--- config.mk ---
export PLATFORM = sky130hd
export DESIGN_NAME = strongly_connected_components_core_flat
export DESIGN_NICKNAME = d
export VERILOG_FILES = /design/src/rtl/scc_pkg.sv /design/src/rtl/scc_if.sv /design/src/rtl/strongly_connected_components_core.sv /design/src/rtl/scc_ram.sv /design/src/rtl/scc_regs.sv /design/src/flat_wrapper.sv
export SDC_FILE = /design/constraint.sdc
export NUM_CORES = 2
export LEC_CHECK = 0
export BUFFER_PORTS_ARGS = -buffer_cell sky130_fd_sc_hd__clkbuf_2
export CELL_PAD_IN_SITES_DETAIL_PLACEMENT = 0
export CELL_PAD_IN_SITES_GLOBAL_PLACEMENT = 1
export CORE_AREA = 2 2 548 550
export DETAILED_ROUTE_END_ITERATION = 6
export DIE_AREA = 0 0 550 552
export PLACE_DENSITY = 0.5
export SKIP_LAST_GASP = 1
export SYNTH_ARGS = -nofsm -noshare
export SYNTH_HDL_FRONTEND = slang
export SYNTH_HIERARCHICAL = 1
export SYNTH_SLANG_ARGS = --single-unit
--- constraint.sdc ---
create_clock -name clk -period 6.3 [get_ports clk]
set_input_delay 0.315 -clock clk [delete_from_list [all_inputs] [get_ports clk]]
set_output_delay 0.315 -clock clk [all_outputs]
set_load 0.05 [all_outputs]
--- src/rtl/scc_pkg.sv ---
// shared constants, codes and state encoding for the scc core
`timescale 1ns / 1ps
package scc_pkg;

  localparam int MAX_VERTICES = 32;
  localparam int MAX_EDGES    = 64;
  localparam int VW           = 5;   // vertex and component width
  localparam int EAW          = 6;   // edge store address width
  localparam int ECW          = 7;   // edge count width
  localparam int NW           = 6;   // vertex count width
  localparam int SW           = VW + ECW;  // walk stack entry width
  localparam int PAW          = 3;   // config address width

  typedef enum logic [1:0] {
    OP_ADD   = 2'd0,
    OP_FIND  = 2'd1,
    OP_LIST  = 2'd2,
    OP_CLEAR = 2'd3
  } op_t;

  typedef enum logic [1:0] {
    KIND_MEMBER = 2'd0,
    KIND_REDGE  = 2'd1,
    KIND_NONE   = 2'd2,
    KIND_REJECT = 2'd3
  } kind_t;

  localparam logic REG_VERTEX_COUNT = 1'b0;
  localparam logic [NW-1:0] VERTEX_COUNT_RESET = 6'd8;

  typedef enum logic [4:0] {
    ST_IDLE,
    ST_REJ,
    ST_P1_ROOT,
    ST_P1_SCAN,
    ST_P1_CHECK,
    ST_P1_POP,
    ST_TB,
    ST_TB_CHK,
    ST_P2_ROOT,
    ST_P2_ROOTV,
    ST_P2_SCAN,
    ST_P2_T,
    ST_P2_CHECK,
    ST_P2_POP,
    ST_EM_RD,
    ST_EM_M,
    ST_EM_C,
    ST_EM_OUT,
    ST_L_P,
    ST_L_U,
    ST_L_C,
    ST_L_E,
    ST_L_ECHK,
    ST_L_D,
    ST_L_FLUSH,
    ST_L_END
  } state_t;

  function automatic logic [NW-1:0] eff_count(input logic [NW-1:0] v);
    logic [NW-1:0] r;
    r = v;
    if (v == '0) r = NW'(1);
    if (v > NW'(MAX_VERTICES)) r = NW'(MAX_VERTICES);
    return r;
  endfunction

endpackage

--- src/rtl/scc_if.sv ---
// valid/ready channel interfaces for commands and results
`timescale 1ns / 1ps
interface scc_in_if;
  import scc_pkg::*;
  logic          valid;
  logic          ready;
  logic [1:0]    operation;
  logic [VW-1:0] src_vertex;
  logic [VW-1:0] dst_vertex;
  modport source (output valid, operation, src_vertex, dst_vertex, input ready);
  modport sink (input valid, operation, src_vertex, dst_vertex, output ready);
endinterface

interface scc_out_if;
  import scc_pkg::*;
  logic          valid;
  logic          ready;
  logic [1:0]    kind;
  logic [VW-1:0] component;
  logic [VW-1:0] member_vertex;
  logic [VW-1:0] target_component;
  logic [NW-1:0] component_total;
  logic [NW-1:0] tree_total;
  logic          last;
  modport source (output valid, kind, component, member_vertex, target_component,
                  component_total, tree_total, last, input ready);
  modport sink (input valid, kind, component, member_vertex, target_component,
                component_total, tree_total, last, output ready);
endinterface

--- src/rtl/strongly_connected_components_core.sv ---
// Strongly connected components core (two-pass depth-first search over an edge store).
// Adding or clearing edges is done in the idle state as the command is taken. A find
// command walks the graph with one sequencer and rams that have one write port and one
// registered read port: the first pass looks at the edges from every vertex on the walk,
// then the transposed edge list is built by scanning the stored edges once per vertex,
// the second pass scans the list entries for every vertex on its walk, and then one
// membership beat is sent per covered vertex. A list command scans the stored edges for
// each covered vertex, reads the component of the target of each of its out-edges, and
// sends the reduced edge beats. The input is not ready until the final beat of the
// command has been loaded into the output register.
`timescale 1ns / 1ps
module strongly_connected_components_core import scc_pkg::*; (
  input  logic           clk,
  input  logic           rst,
  scc_in_if.sink         in_item,
  scc_out_if.source      out_item,
  input  logic           psel,
  input  logic           penable,
  input  logic           pwrite,
  input  logic [PAW-1:0] paddr,
  input  logic [31:0]    pwdata,
  output logic [31:0]    prdata,
  output logic           pready
);

  logic [NW-1:0] vertex_count, neff;

  scc_regs u_regs (
    .clk, .rst, .psel, .penable, .pwrite, .paddr, .pwdata, .prdata, .pready,
    .vertex_count
  );

  state_t state, state_next;
  logic [NW-1:0]  n, n_next, r, r_next, i, i_next, sp, sp_next, fin, fin_next;
  logic [NW-1:0]  seq, seq_next, comps, comps_next, trees, trees_next;
  logic [NW-1:0]  covered, covered_next;
  logic [ECW-1:0] es, es_next, tlen, tlen_next, cur, cur_next, e, e_next, k, k_next;
  logic [VW-1:0]  tv, tv_next, u, u_next, c, c_next, tgt, tgt_next;
  logic [VW-1:0]  pc, pc_next, pt, pt_next;
  logic           pend, pend_next;
  logic [MAX_VERTICES-1:0] visit, visit_next;

  logic           ovalid, ovalid_next, olast, olast_next;
  logic [1:0]     okind, okind_next;
  logic [VW-1:0]  ocomp, ocomp_next, omem, omem_next, otgt, otgt_next;
  logic [NW-1:0]  octot, octot_next, ottot, ottot_next;

  logic                  edge_we, tl_we, stk_we, fo_we, cv_we, ms_we;
  logic [EAW-1:0]        edge_waddr, edge_raddr, tl_waddr, tl_raddr;
  logic [2*VW-1:0]       edge_wdata, edge_rdata;
  logic [EAW-1:0]        tl_wdata, tl_rdata;
  logic [VW-1:0]         stk_waddr, stk_raddr, fo_waddr, fo_raddr;
  logic [VW-1:0]         cv_waddr, cv_raddr, ms_waddr, ms_raddr;
  logic [SW-1:0]         stk_wdata, stk_rdata;
  logic [VW-1:0]         fo_wdata, fo_rdata, cv_wdata, cv_rdata, ms_wdata, ms_rdata;

  scc_ram #(.WIDTH(2*VW), .DEPTH(MAX_EDGES)) u_edge_ram (
    .clk, .we(edge_we), .waddr(edge_waddr), .wdata(edge_wdata),
    .raddr(edge_raddr), .rdata(edge_rdata));
  scc_ram #(.WIDTH(EAW), .DEPTH(MAX_EDGES)) u_tlist_ram (
    .clk, .we(tl_we), .waddr(tl_waddr), .wdata(tl_wdata),
    .raddr(tl_raddr), .rdata(tl_rdata));
  scc_ram #(.WIDTH(SW), .DEPTH(MAX_VERTICES)) u_stack_ram (
    .clk, .we(stk_we), .waddr(stk_waddr), .wdata(stk_wdata),
    .raddr(stk_raddr), .rdata(stk_rdata));
  scc_ram #(.WIDTH(VW), .DEPTH(MAX_VERTICES)) u_finish_ram (
    .clk, .we(fo_we), .waddr(fo_waddr), .wdata(fo_wdata),
    .raddr(fo_raddr), .rdata(fo_rdata));
  scc_ram #(.WIDTH(VW), .DEPTH(MAX_VERTICES)) u_comp_ram (
    .clk, .we(cv_we), .waddr(cv_waddr), .wdata(cv_wdata),
    .raddr(cv_raddr), .rdata(cv_rdata));
  scc_ram #(.WIDTH(VW), .DEPTH(MAX_VERTICES)) u_member_ram (
    .clk, .we(ms_we), .waddr(ms_waddr), .wdata(ms_wdata),
    .raddr(ms_raddr), .rdata(ms_rdata));

  logic          acc, out_free;
  logic [VW-1:0] es_src, es_dst;
  logic [NW-1:0] sp_m1, sp_m2, i_m1;
  logic [ECW-1:0] e_m1;

  assign neff     = eff_count(vertex_count);
  assign in_item.ready = (state == ST_IDLE);
  assign acc      = in_item.valid && in_item.ready;
  assign out_free = !ovalid || out_item.ready;
  assign es_src   = edge_rdata[2*VW-1:VW];
  assign es_dst   = edge_rdata[VW-1:0];
  assign sp_m1    = sp - NW'(1);
  assign sp_m2    = sp - NW'(2);
  assign i_m1     = i - NW'(1);
  assign e_m1     = e - ECW'(1);

  assign out_item.valid            = ovalid;
  assign out_item.kind             = okind;
  assign out_item.component        = ocomp;
  assign out_item.member_vertex    = omem;
  assign out_item.target_component = otgt;
  assign out_item.component_total  = octot;
  assign out_item.tree_total       = ottot;
  assign out_item.last             = olast;

  always_ff @(posedge clk) begin
    if (rst) begin
      state   <= ST_IDLE;
      es      <= '0;
      comps   <= '0;
      trees   <= '0;
      covered <= '0;
      ovalid  <= 1'b0;
    end else begin
      state   <= state_next;
      es      <= es_next;
      comps   <= comps_next;
      trees   <= trees_next;
      covered <= covered_next;
      ovalid  <= ovalid_next;
    end
  end

  always_ff @(posedge clk) begin
    n <= n_next;  r <= r_next;  i <= i_next;  sp <= sp_next;  fin <= fin_next;
    seq <= seq_next;  tlen <= tlen_next;  cur <= cur_next;  e <= e_next;  k <= k_next;
    tv <= tv_next;  u <= u_next;  c <= c_next;  tgt <= tgt_next;
    pc <= pc_next;  pt <= pt_next;  pend <= pend_next;  visit <= visit_next;
    okind <= okind_next;  ocomp <= ocomp_next;  omem <= omem_next;  otgt <= otgt_next;
    octot <= octot_next;  ottot <= ottot_next;  olast <= olast_next;
  end

  always_comb begin
    state_next = state;
    n_next = n;  r_next = r;  i_next = i;  sp_next = sp;  fin_next = fin;
    seq_next = seq;  comps_next = comps;  trees_next = trees;  covered_next = covered;
    es_next = es;  tlen_next = tlen;  cur_next = cur;  e_next = e;  k_next = k;
    tv_next = tv;  u_next = u;  c_next = c;  tgt_next = tgt;
    pc_next = pc;  pt_next = pt;  pend_next = pend;  visit_next = visit;
    ovalid_next = ovalid && !out_item.ready;
    okind_next = okind;  ocomp_next = ocomp;  omem_next = omem;  otgt_next = otgt;
    octot_next = octot;  ottot_next = ottot;  olast_next = olast;

    edge_we = 1'b0;  edge_waddr = '0;  edge_wdata = '0;  edge_raddr = '0;
    tl_we = 1'b0;  tl_waddr = '0;  tl_wdata = '0;  tl_raddr = '0;
    stk_we = 1'b0;  stk_waddr = '0;  stk_wdata = '0;  stk_raddr = '0;
    fo_we = 1'b0;  fo_waddr = '0;  fo_wdata = '0;  fo_raddr = '0;
    cv_we = 1'b0;  cv_waddr = '0;  cv_wdata = '0;  cv_raddr = '0;
    ms_we = 1'b0;  ms_waddr = '0;  ms_wdata = '0;  ms_raddr = '0;

    case (state)
      ST_IDLE: begin
        if (acc) begin
          case (op_t'(in_item.operation))
            OP_ADD: begin
              if ({1'b0, in_item.src_vertex} >= neff || {1'b0, in_item.dst_vertex} >= neff
                  || es >= ECW'(MAX_EDGES)) begin
                state_next = ST_REJ;
              end else begin
                edge_we    = 1'b1;
                edge_waddr = es[EAW-1:0];
                edge_wdata = {in_item.src_vertex, in_item.dst_vertex};
                es_next    = es + ECW'(1);
              end
            end
            OP_FIND: begin
              n_next = neff;  visit_next = '0;  trees_next = '0;
              r_next = '0;  fin_next = '0;
              state_next = ST_P1_ROOT;
            end
            OP_LIST: begin
              r_next = '0;  k_next = '0;  pend_next = 1'b0;
              state_next = ST_L_P;
            end
            OP_CLEAR: es_next = '0;
            default: ;
          endcase
        end
      end
      ST_REJ: begin
        if (out_free) begin
          ovalid_next = 1'b1;  okind_next = KIND_REJECT;  ocomp_next = '0;
          omem_next = '0;  otgt_next = '0;  octot_next = comps;  ottot_next = trees;
          olast_next = 1'b1;
          state_next = ST_IDLE;
        end
      end
      // first pass: post-order walk along out-edges
      ST_P1_ROOT: begin
        if (r == n) begin
          r_next = '0;  e_next = '0;  tlen_next = '0;
          state_next = ST_TB;
        end else if (visit[r[VW-1:0]]) begin
          r_next = r + NW'(1);
        end else begin
          trees_next = trees + NW'(1);
          visit_next[r[VW-1:0]] = 1'b1;
          tv_next = r[VW-1:0];  cur_next = '0;  sp_next = NW'(1);
          state_next = ST_P1_SCAN;
        end
      end
      ST_P1_SCAN: begin
        if (cur < es) begin
          edge_raddr = cur[EAW-1:0];
          cur_next = cur + ECW'(1);
          state_next = ST_P1_CHECK;
        end else begin
          fo_we = 1'b1;  fo_waddr = fin[VW-1:0];  fo_wdata = tv;
          fin_next = fin + NW'(1);
          sp_next = sp_m1;
          if (sp == NW'(1)) begin
            r_next = r + NW'(1);
            state_next = ST_P1_ROOT;
          end else begin
            stk_raddr = sp_m2[VW-1:0];
            state_next = ST_P1_POP;
          end
        end
      end
      ST_P1_CHECK: begin
        if (es_src == tv && {1'b0, es_dst} < n && !visit[es_dst]) begin
          visit_next[es_dst] = 1'b1;
          stk_we = 1'b1;  stk_waddr = sp_m1[VW-1:0];  stk_wdata = {tv, cur};
          tv_next = es_dst;  cur_next = '0;  sp_next = sp + NW'(1);
        end
        state_next = ST_P1_SCAN;
      end
      ST_P1_POP: begin
        tv_next = stk_rdata[SW-1:ECW];
        cur_next = stk_rdata[ECW-1:0];
        state_next = ST_P1_SCAN;
      end
      // transposed edge list, by source then insertion order
      ST_TB: begin
        if (r == n) begin
          visit_next = '0;  comps_next = '0;  seq_next = '0;  i_next = n;
          state_next = ST_P2_ROOT;
        end else if (e == es) begin
          e_next = '0;
          r_next = r + NW'(1);
        end else begin
          edge_raddr = e[EAW-1:0];
          e_next = e + ECW'(1);
          state_next = ST_TB_CHK;
        end
      end
      ST_TB_CHK: begin
        if (es_src == r[VW-1:0] && {1'b0, es_dst} < n) begin
          tl_we = 1'b1;  tl_waddr = tlen[EAW-1:0];  tl_wdata = e_m1[EAW-1:0];
          tlen_next = tlen + ECW'(1);
        end
        state_next = ST_TB;
      end
      // second pass: reverse finish order over the transposed graph
      ST_P2_ROOT: begin
        if (i == '0) begin
          covered_next = n;  r_next = '0;
          state_next = ST_EM_RD;
        end else begin
          fo_raddr = i_m1[VW-1:0];
          i_next = i_m1;
          state_next = ST_P2_ROOTV;
        end
      end
      ST_P2_ROOTV: begin
        if (visit[fo_rdata]) begin
          state_next = ST_P2_ROOT;
        end else begin
          visit_next[fo_rdata] = 1'b1;
          cv_we = 1'b1;  cv_waddr = fo_rdata;  cv_wdata = comps[VW-1:0];
          ms_we = 1'b1;  ms_waddr = seq[VW-1:0];  ms_wdata = fo_rdata;
          seq_next = seq + NW'(1);
          tv_next = fo_rdata;  cur_next = '0;  sp_next = NW'(1);
          state_next = ST_P2_SCAN;
        end
      end
      ST_P2_SCAN: begin
        if (cur < tlen) begin
          tl_raddr = cur[EAW-1:0];
          cur_next = cur + ECW'(1);
          state_next = ST_P2_T;
        end else begin
          sp_next = sp_m1;
          if (sp == NW'(1)) begin
            comps_next = comps + NW'(1);
            state_next = ST_P2_ROOT;
          end else begin
            stk_raddr = sp_m2[VW-1:0];
            state_next = ST_P2_POP;
          end
        end
      end
      ST_P2_T: begin
        edge_raddr = tl_rdata;
        state_next = ST_P2_CHECK;
      end
      ST_P2_CHECK: begin
        if (es_dst == tv && !visit[es_src]) begin
          visit_next[es_src] = 1'b1;
          cv_we = 1'b1;  cv_waddr = es_src;  cv_wdata = comps[VW-1:0];
          ms_we = 1'b1;  ms_waddr = seq[VW-1:0];  ms_wdata = es_src;
          seq_next = seq + NW'(1);
          stk_we = 1'b1;  stk_waddr = sp_m1[VW-1:0];  stk_wdata = {tv, cur};
          tv_next = es_src;  cur_next = '0;  sp_next = sp + NW'(1);
        end
        state_next = ST_P2_SCAN;
      end
      ST_P2_POP: begin
        tv_next = stk_rdata[SW-1:ECW];
        cur_next = stk_rdata[ECW-1:0];
        state_next = ST_P2_SCAN;
      end
      // membership beats
      ST_EM_RD: begin
        if (r == covered) begin
          state_next = ST_IDLE;
        end else begin
          ms_raddr = r[VW-1:0];
          state_next = ST_EM_M;
        end
      end
      ST_EM_M: begin
        u_next = ms_rdata;
        cv_raddr = ms_rdata;
        state_next = ST_EM_C;
      end
      ST_EM_C: begin
        c_next = cv_rdata;
        state_next = ST_EM_OUT;
      end
      ST_EM_OUT: begin
        if (out_free) begin
          ovalid_next = 1'b1;  okind_next = KIND_MEMBER;  ocomp_next = c;
          omem_next = u;  otgt_next = '0;  octot_next = comps;  ottot_next = trees;
          olast_next = (r == covered - NW'(1));
          r_next = r + NW'(1);
          state_next = ST_EM_RD;
        end
      end
      // reduced graph listing, one beat held back to mark the last
      ST_L_P: begin
        if (r == covered) begin
          state_next = ST_L_END;
        end else begin
          ms_raddr = r[VW-1:0];
          state_next = ST_L_U;
        end
      end
      ST_L_U: begin
        u_next = ms_rdata;
        cv_raddr = ms_rdata;
        state_next = ST_L_C;
      end
      ST_L_C: begin
        c_next = cv_rdata;
        e_next = '0;
        state_next = ST_L_E;
      end
      ST_L_E: begin
        if (e == es) begin
          r_next = r + NW'(1);
          state_next = ST_L_P;
        end else begin
          edge_raddr = e[EAW-1:0];
          e_next = e + ECW'(1);
          state_next = ST_L_ECHK;
        end
      end
      ST_L_ECHK: begin
        if (es_src == u && {1'b0, es_dst} < covered) begin
          cv_raddr = es_dst;
          state_next = ST_L_D;
        end else begin
          state_next = ST_L_E;
        end
      end
      ST_L_D: begin
        state_next = ST_L_E;
        if (cv_rdata != c && k < ECW'(MAX_EDGES)) begin
          k_next = k + ECW'(1);
          if (!pend) begin
            pend_next = 1'b1;  pc_next = c;  pt_next = cv_rdata;
          end else begin
            tgt_next = cv_rdata;
            state_next = ST_L_FLUSH;
          end
        end
      end
      ST_L_FLUSH: begin
        if (out_free) begin
          ovalid_next = 1'b1;  okind_next = KIND_REDGE;  ocomp_next = pc;
          omem_next = '0;  otgt_next = pt;  octot_next = comps;  ottot_next = trees;
          olast_next = 1'b0;
          pc_next = c;  pt_next = tgt;
          state_next = ST_L_E;
        end
      end
      ST_L_END: begin
        if (out_free) begin
          ovalid_next = 1'b1;  omem_next = '0;  octot_next = comps;  ottot_next = trees;
          olast_next = 1'b1;
          if (pend) begin
            okind_next = KIND_REDGE;  ocomp_next = pc;  otgt_next = pt;
          end else begin
            okind_next = KIND_NONE;  ocomp_next = '0;  otgt_next = '0;
          end
          state_next = ST_IDLE;
        end
      end
      default: state_next = ST_IDLE;
    endcase
  end

`ifndef ASSERT_OFF
  a_stack_depth: assert property (@(posedge clk) disable iff (rst)
    (state == ST_P1_SCAN || state == ST_P2_SCAN) |-> (sp != '0 && sp <= n))
    else $error("walk stack depth out of range");
  a_edge_bound: assert property (@(posedge clk) disable iff (rst)
    es <= ECW'(MAX_EDGES))
    else $error("edge store overfilled");
  a_find_start: assert property (@(posedge clk) disable iff (rst)
    (acc && in_item.operation == OP_FIND) |=> (visit == '0 && trees == '0))
    else $error("find did not clear marks");
  a_seq_bound: assert property (@(posedge clk) disable iff (rst)
    (state == ST_EM_RD) |-> (seq == n && covered == n && comps <= n))
    else $error("second pass did not cover every vertex");
  a_out_hold: assert property (@(posedge clk) disable iff (rst)
    (ovalid && !out_item.ready) |=> ovalid)
    else $error("result beat dropped");
`endif

endmodule

--- src/rtl/scc_ram.sv ---
// generic single write, single registered read ram
`timescale 1ns / 1ps
module scc_ram #(
  parameter int WIDTH = 8,
  parameter int DEPTH = 32
) (
  input  logic                     clk,
  input  logic                     we,
  input  logic [$clog2(DEPTH)-1:0] waddr,
  input  logic [WIDTH-1:0]         wdata,
  input  logic [$clog2(DEPTH)-1:0] raddr,
  output logic [WIDTH-1:0]         rdata
);
  logic [WIDTH-1:0] mem [DEPTH];

  always_ff @(posedge clk) begin
    if (we) mem[waddr] <= wdata;
    rdata <= mem[raddr];
  end
endmodule

--- src/rtl/scc_regs.sv ---
// apb configuration register file
`timescale 1ns / 1ps
module scc_regs import scc_pkg::*; (
  input  logic           clk,
  input  logic           rst,
  input  logic           psel,
  input  logic           penable,
  input  logic           pwrite,
  input  logic [PAW-1:0] paddr,
  input  logic [31:0]    pwdata,
  output logic [31:0]    prdata,
  output logic           pready,
  output logic [NW-1:0]  vertex_count
);
  logic wr;

  assign pready = 1'b1;
  assign wr = psel && penable && pwrite && pready;

  always_ff @(posedge clk) begin
    if (rst) begin
      vertex_count <= VERTEX_COUNT_RESET;
    end else if (wr && paddr[2] == REG_VERTEX_COUNT) begin
      vertex_count <= pwdata[NW-1:0];
    end
  end

  always_comb begin
    prdata = '0;
    if (paddr[2] == REG_VERTEX_COUNT) prdata = {{(32-NW){1'b0}}, vertex_count};
  end
endmodule
--- src/flat_wrapper.sv ---
// flat-port wrapper written by rule: the top's interface ports become plain ports
module strongly_connected_components_core_flat import scc_pkg::*;
  (clk, rst, psel, penable, pwrite, paddr, pwdata, prdata, pready, in_item_valid, in_item_operation, in_item_src_vertex, in_item_dst_vertex, in_item_ready, out_item_valid, out_item_kind, out_item_component, out_item_member_vertex, out_item_target_component, out_item_component_total, out_item_tree_total, out_item_last, out_item_ready);
  scc_in_if in_item_i ();
  scc_out_if out_item_i ();
  input  logic clk;
  input  logic rst;
  input  logic psel;
  input  logic penable;
  input  logic pwrite;
  input  logic [PAW-1:0] paddr;
  input  logic [31:0] pwdata;
  output logic [31:0] prdata;
  output logic pready;
  input wire logic [$bits(in_item_i.valid)-1:0] in_item_valid;
  input wire logic [$bits(in_item_i.operation)-1:0] in_item_operation;
  input wire logic [$bits(in_item_i.src_vertex)-1:0] in_item_src_vertex;
  input wire logic [$bits(in_item_i.dst_vertex)-1:0] in_item_dst_vertex;
  output wire logic [$bits(in_item_i.ready)-1:0] in_item_ready;
  output wire logic [$bits(out_item_i.valid)-1:0] out_item_valid;
  output wire logic [$bits(out_item_i.kind)-1:0] out_item_kind;
  output wire logic [$bits(out_item_i.component)-1:0] out_item_component;
  output wire logic [$bits(out_item_i.member_vertex)-1:0] out_item_member_vertex;
  output wire logic [$bits(out_item_i.target_component)-1:0] out_item_target_component;
  output wire logic [$bits(out_item_i.component_total)-1:0] out_item_component_total;
  output wire logic [$bits(out_item_i.tree_total)-1:0] out_item_tree_total;
  output wire logic [$bits(out_item_i.last)-1:0] out_item_last;
  input wire logic [$bits(out_item_i.ready)-1:0] out_item_ready;
  assign in_item_i.valid = in_item_valid;
  assign in_item_i.operation = in_item_operation;
  assign in_item_i.src_vertex = in_item_src_vertex;
  assign in_item_i.dst_vertex = in_item_dst_vertex;
  assign in_item_ready = in_item_i.ready;
  assign out_item_valid = out_item_i.valid;
  assign out_item_kind = out_item_i.kind;
  assign out_item_component = out_item_i.component;
  assign out_item_member_vertex = out_item_i.member_vertex;
  assign out_item_target_component = out_item_i.target_component;
  assign out_item_component_total = out_item_i.component_total;
  assign out_item_tree_total = out_item_i.tree_total;
  assign out_item_last = out_item_i.last;
  assign out_item_i.ready = out_item_ready;
  strongly_connected_components_core u_core (.clk(clk), .rst(rst), .in_item(in_item_i), .out_item(out_item_i), .psel(psel), .penable(penable), .pwrite(pwrite), .paddr(paddr), .pwdata(pwdata), .prdata(prdata), .pready(pready));
endmodule
### After elaboration in Yosys (flattened, before gate mapping)

Memory sizes are Yosys's and may differ from the RTL's. A register that Yosys moved wholly into a read port is not among the register bits.
Cells that the tools add are included.
Widths: inputs -> output; s select.

* muxes and demuxes: 218
* equality and inequality tests: 75
* bitwise gates (word level): 5
* add/subtract/negate cells: 16
* reductions and logical operators: 80
* order comparisons: 17

Operators by type and width (count)
* $mux 6: 45
* $mux 32: 8
* $mux 5: 50
* $pmux 32 s6: 1
* $or 32x32->32: 4
* $pmux 5 s23: 1
* $mux 7: 16
* $pmux 5 s2: 9
* $eq 5x5->1 const B: 10
* $pmux 7 s7: 1
* $pmux 6 s2: 4
* $pmux 6 s7: 1
* $pmux 7 s2: 3
* $eq 5x4->1 const B: 8
* $mux 10: 4
* $mux 1: 37
* $add 6x1->6 const B: 6
* $ne 2x1->1 const B: 18
* $pmux 6 s6: 1
* $reduce_and 4->1: 9
* $add 7x1->7 const B: 5
* $pmux 5 s3: 2
* $ne 2x2->1 const B: 14
* $pmux 7 s4: 1
* other kinds (60): 153

* logic and storage cells: 449
* output and inout bits: 65
* memories kept: 6
* bits of input ports: 54
* flip-flop bits (word level): 194
* RAM bits: 1888

Memories
* u_core.u_edge_ram.mem: depth 64, bits a word 10, read ports 1, clocked after Yosys merged registers in 1, wr ports 1, RTL line scc_ram.sv:14 `logic [WIDTH-1:0] mem [DEPTH];`
* u_core.u_stack_ram.mem: depth 32, bits a word 12, read ports 1, clocked after Yosys merged registers in 1, wr ports 1, RTL line scc_ram.sv:14
* u_core.u_tlist_ram.mem: depth 64, bits a word 6, read ports 1, clocked after Yosys merged registers in 1, wr ports 1, RTL line scc_ram.sv:14
* u_core.u_comp_ram.mem: depth 32, bits a word 5, read ports 1, clocked after Yosys merged registers in 1, wr ports 1, RTL line scc_ram.sv:14
* u_core.u_finish_ram.mem: depth 32, bits a word 5, read ports 1, clocked after Yosys merged registers in 1, wr ports 1, RTL line scc_ram.sv:14
* u_core.u_member_ram.mem: depth 32, bits a word 5, read ports 1, clocked after Yosys merged registers in 1, wr ports 1, RTL line scc_ram.sv:14

### Longest topological paths before layout

* depth after elaboration: 12
* depth in mapped cells: 19
* depth with buffers taken out: 14

### Hierarchy

The synthesis kept the hierarchy.

By module, submodules not included
* scc_ram (u_core.u_edge_ram): seq. area each 19418.6 µm², instances 1, area each 25189.2 µm², cells an instance 1188
* scc_ram (u_core.u_comp_ram ...): seq. area each 4904.7 µm², instances 3, area each 6344.8 µm², cells an instance 277
* scc_ram (u_core.u_stack_ram): seq. area each 11771.3 µm², instances 1, area each 15468.6 µm², cells an instance 868
* scc_ram (u_core.u_tlist_ram): seq. area each 11651.2 µm², instances 1, area each 15225.9 µm², cells an instance 720
* strongly_connected_components_core: seq. area each 5275.1 µm², instances 1, area each 13456.7 µm², cells an instance 1483
* scc_regs: seq. area each 120.1 µm², instances 1, area each 538.0 µm², cells an instance 62

### Worst setup path before layout

No wires, ideal clock.

* path type: register to register
* from: register u_core.u_regs.vertex_count[5]
* to: memory u_core/u_edge_ram/mem[0][0] (netlist name) (data pin)
* buffers on the path: 0
* arrival: 5.088 ns
* stages on the path, launching flop included: 8
* library setup time: 0.864 ns
* slack: 0.348 ns
* required time: 5.436 ns
* period minus slack after synthesis: 5.952 ns
* path through: dfxtp_1 -> inv_1 -> nand2_1 -> ha_1 -> a21o_1 -> a211oi_1 -> o221ai_1 -> nor4_1

* word-level cells in the longest chain between the ends: 10
* elaborated cells on any way between the ends: 12
* classes of those cells: order compare: 3; mux: 6; reduce/logical: 3

Ends and longest elaborated chain
* start: declaration: RTL line scc_regs.sv:13 `output logic [NW-1:0] vertex_count`
* start signal: assignment: RTL line scc_regs.sv:24 `vertex_count <= pwdata[NW-1:0];`
* branches (longest 2 deep; another with $gt 6x6->1)
* $mux 6 *: RTL line scc_pkg.sv:64 `if (v > NW'(MAX_VERTICES)) r = NW'(MAX_VERTICES);`
* $ge 5x6->1: RTL line strongly_connected_components_core.sv:151 `if ({1'b0, in_item.src_vertex} >= neff || {1'b0, in_item.dst_vertex} >= neff`
* $logic_or 1x1->1 *: RTL line strongly_connected_components_core.sv:151
* $logic_or 1x1->1 *: RTL line strongly_connected_components_core.sv:152 `|| es >= ECW'(MAX_EDGES)) begin`
* $mux 10 *: RTL line strongly_connected_components_core.sv:151
* $mux 10 *: RTL line strongly_connected_components_core.sv:149 `case (op_t'(in_item.operation))`
* $mux 10 *: RTL line strongly_connected_components_core.sv:148 `if (acc) begin`
* $mux 10 *: RTL line strongly_connected_components_core.sv:146 `case (state)`
* named net u_core.edge_wdata[0]: RTL line strongly_connected_components_core.sv:50 `logic [2*VW-1:0] edge_wdata, edge_rdata;`
* end: declaration: RTL line scc_ram.sv:14

Mark *: on every way through the listed nets, which the timed path passes.

### Final worst setup path

* from: register u_core.n[3]
* to: register u_core.u_edge_ram.rdata[9] (read register of u_core.u_edge_ram.mem)

* word-level cells in the longest chain between the ends: 3

Ends and longest elaborated chain
* start: declaration: RTL line strongly_connected_components_core.sv:34 `logic [NW-1:0] n, n_next, r, r_next, i, i_next, sp, sp_next, fin, fin_next;`
* start signal: assignment: RTL line strongly_connected_components_core.sv:120 `n <= n_next; r <= r_next; i <= i_next; sp <= sp_next; fin <= fin_next;`
* $eq 6x6->1: RTL line strongly_connected_components_core.sv:230 `if (r == n) begin`
* $mux 6: RTL line strongly_connected_components_core.sv:230
* $pmux 6 s4: RTL line strongly_connected_components_core.sv:146
* named net u_core.edge_raddr[0]: RTL line strongly_connected_components_core.sv:49 `logic [EAW-1:0] edge_waddr, edge_raddr, tl_waddr, tl_raddr;`
* end: declaration: RTL line scc_ram.sv:12 `output logic [WIDTH-1:0] rdata`

The timed path passes the listed nets, and every way through them passes these cells.
A chain may end at the register's enable or synchronous reset.

==> metrics.md <==
| Metric | Value |
|---|---|
| Run status | complete, no violations |
| Post-Syn Area | 88,900 um2 |
| Worst r2r src | u_core/n[3]$_DFFE_PP_ |
| Area grow syn2layout | 14.9% |
| Synth area leaders | edfxtp_1 (69%), mux4_2 (10%), mux2i_1 (3.4%) |
| Worst hold path type | in -> reg |
| Clk_lat worst skew | around 0.89 ns |
| Clock Sinks | ~2,100 |
| Critical Path End | u_core/u_edge_ram/rdata[9]$_DFF_P_ |
| Final Hold Fails | 0 |
| Max Cap Violations | 0 |
| PD cells | 320 nW/um2 |
| Initial antenna violation count | 10 |
| Die width | approximately 550 um |
| Hold Startpoint | in_item_valid |
| Setup crit start kind | flop |
| Crit Path Max Fanout | 43 |
| Final setup margin | 1.11 ns |
| Number of global-route vias before repair | about 49,000 |
| Static Leak | about 32 nW |
| DR vias/cell | between 5 and 6 |
| Worst slew pin tran | roughly 1.3 ns |
| Worst Path Class, Setup | reg -> reg |
| FF-to-FF path depth | 11 |
| Commonest non-fill, non-tap cell in the layout | edfxtp_1 |
| First-pass GRT wire length | 354 mm |
| Dpl hpwl | 160 mm |
| Post-Place Worst Slack | 1.19 ns |
| Setup Viol. Count Final | 0 |
| Drt first pass iters | 6 |
| Skew final | 0.0781 ns |
| Yosys cell types | between 80 and 90 |
| Reg area | approximately 63,000 um2 |
| Synth Instances | between 5,000 and 6,000 |
| Worst slew margin | between 10% and 20% |
| H-Tree Level Count | 4 |
| Die extent in y | around 550 um |
| Worst-path clk slew | approximately 0.07 ns |
| Worst reg-to-reg setup slack | 1.11 ns |
| Number of synthesized flops with an enable pin | between 2,000 and 2,500 |
| Total gr overflow | 0 |
| TritonCTS Buffers | 230 |
| Initial Util | between 20 and 30% |
| Yosys top cell by area | edfxtp_1 |
| Crit path launch | u_core/n[3]$_DFFE_PP_ |
| Max Slew Vio Count | 0 |
| Seq cells post-synth | about 2,100 |
| Synth Flop Type | edfxtp_1 |
| Post-synth top area share | around 69% |
| Crit path required time | 7.05 ns |
| Setup TNS | 0 ns |
| Maximum number of pins on one net before global-route repair | 65 |
| Share of layout cells above drive strength 1 | 21.1% |
| CP endpoint kind | flop |
| FILL cells | ~28,000 |
| Synthesized area per cell | between 15 and 20 um2 |
| Num rows | 201 |
| Post-CTS setup repair buffer count | 0 |
| Port Buffers | between 60 and 70 |
| Seq/Total Area, Yosys | 70.8% |
| Ports | between 100 and 150 |
| Data arrival time of the critical path | between 5 and 6 ns |
| DR iter-0 viols | about 4,400 |
| WL final | about 250 mm |
| Total number of vias | ~48,000 |
| DRC viols | 0 |
| Worst vdd ir | between 0.2 and 0.25 mV |
| Total track usage | roughly 16% |
| FMAX | approximately 190 MHz |
| Yosys warns | 6 |
| Multi-input gate area | between 20,000 and 25,000 um2 |
| R2r endpoint | u_core/u_edge_ram/rdata[9]$_DFF_P_ |
| Per-cell routed wire length | approximately 26 um |
| Fin nets | 5,526 |
| Root buffer cell | clkbuf_16 |
| CTS max path bufs | 4 |
| CORE AREA | 298,000 um2 |
| Final core utilization | roughly a third |
| Ys async rst share | 0% |
| Fin crit period | between 5 and 6 ns |
| Placer's final routability congestion estimate | approximately 0.84 |
| Die area | roughly 300,000 um2 |
| Tcrit/Tclk final | between 80% and 90% |
| Commonest non-fill, non-tap cells in the layout | edfxtp_1 (2,043), nor2_1 (442), mux4_2 (401), mux2i_1 (302), buf_4 (247) |
| CTS tree | done |
| ANT nets after route | 0 |
| Unrepaired setup endpoints after global routing | false |
| Hold_ws | between 0.08 and 0.09 ns |
-- logic make-up after synthesis --
family	after synthesis	synth area share [%]
and+or+nand+nor	1167	6.49
adders and majority gates	57	0.802
other	2	0.00845
xor gates and xnor gates	97	0.955
DFF	2123	70.8
muxes	743	14.2
AOI/OAI and AO/OA	574	4.40
buffers and inverters	389	2.38
-- synthesized netlist by cell type, drive strengths merged (6+ instances only) --
| library cell | count |
|---|---|
| o211ai | 10 |
| or3b | 23 |
| mux4 | 407 |
| dfxtp | 80 |
| nor2 | 453 |
| mux2i | 302 |
| a22o | 45 |
| o22ai | 64 |
| nor3 | 66 |
| a21oi | 135 |
| ha | 57 |
| nand2b | 44 |
| mux2 | 34 |
| nand4 | 30 |
| a2111oi | 8 |
| a221oi | 8 |
| nor4 | 25 |
| inv | 63 |
| o21ai | 58 |
| a32o | 7 |
| xnor2 | 43 |
| nand3b | 40 |
| a31oi | 69 |
| nand3 | 126 |
| nand2 | 159 |
| and2 | 46 |
| o32ai | 11 |
| a22oi | 73 |
| nor2b | 53 |
| nor3b | 9 |
| or2 | 17 |
| a211oi | 20 |
| xor2 | 54 |
| or4 | 6 |
| a222oi | 7 |
| or3 | 16 |
| edfxtp | 2043 |
| and2b | 6 |
| clkbuf | 151 |
| and3 | 32 |
| buf | 173 |
| o22a | 8 |
| o221ai | 17 |
| o2111ai | 6 |
-- cell type report --
cell class	instances	area share (%)
multi-input combinational	2665	23.7
antenna	7	0.0171
inverter	65	0.252
tap	3958	4.85
timing repair buffer	330	2.43
clock inverter	121	1.22
clock buffer	292	5.98
sequential	2123	61.6
-- what timing repair did --
item                      CTS  global route
gates resized for setup     0             0
hold buffers                9             0
hold endpoints to repair   30             0
-- through the flow --
step,total power [W],cell area (um2),instances
after floorplan,0.0184,89000,5177
after global placement,0.0196,94700,9132
after detailed placement,0.0196,94700,9132
after CTS,0.0331,102000,9554
after global routing,0.0338,102000,9555
final,0.0327,102000,9561
-- worst max-delay path, cell delays in order, from the launching register on --
cell	delay (ns)
edfxtp_1	0.59
xor2_1	0.25
nor4_2	0.59
a21oi_1	0.28
o21a_1	0.39
a222oi_1	0.75
inv_8	0.35
buf_4	0.33
mux4_2	0.44
mux4_2	0.56
o211ai_1	0.35
nand3_1	0.10
-- metal layers --
layer / part of all wire (%) / vias to the layer above / global-route usage, %
met5: 0 / - / 0
met4: 2.6 / 0 / 4.33
met3: 4.6 / 330 / 2.17
met2: 48 / 1227 / 26.2
met1: 44 / 25200 / 22.0
li1: - / 21100 / -
-- report_power, final --
group          internal [W]  switching (W)  total (W)
clock               0.00777        0.00555     0.0133
sequential           0.0158       0.000462     0.0162
combinational      0.000961        0.00216    0.00312
-- state kept, by name, summed over array words and instances (netlist names), 7 cells and up --
name	flops
u_core/u_edge_ram/mem	640
u_core/u_stack_ram/rdata	12
u_core/k	7
u_core/e	7
u_core/u_comp_ram/mem	160
u_core/u_tlist_ram/mem	384
u_core/cur	7
u_core/u_finish_ram/mem	160
u_core/tlen	7
u_core/es	7
u_core/u_member_ram/mem	160
u_core/u_edge_ram/rdata	10
u_core/visit	32
u_core/u_stack_ram/mem	384
-- how the worst min path moves through the flow --
stage | endpoint | cells past startpoint
after floorplan | u_core/u[0]$_DFFE_PN_ | 0
after global placement | u_core/u[1]$_DFFE_PN_ | 0
after detailed placement | u_core/u[3]$_DFFE_PN_ | 0
after CTS | u_core/state[1]$_SDFFE_PP0P_ | 6
after global routing | u_core/state[1]$_SDFFE_PP0P_ | 6
final | u_core/state[1]$_SDFFE_PP0P_ | 6
Power figures use the tool's default switching activity.
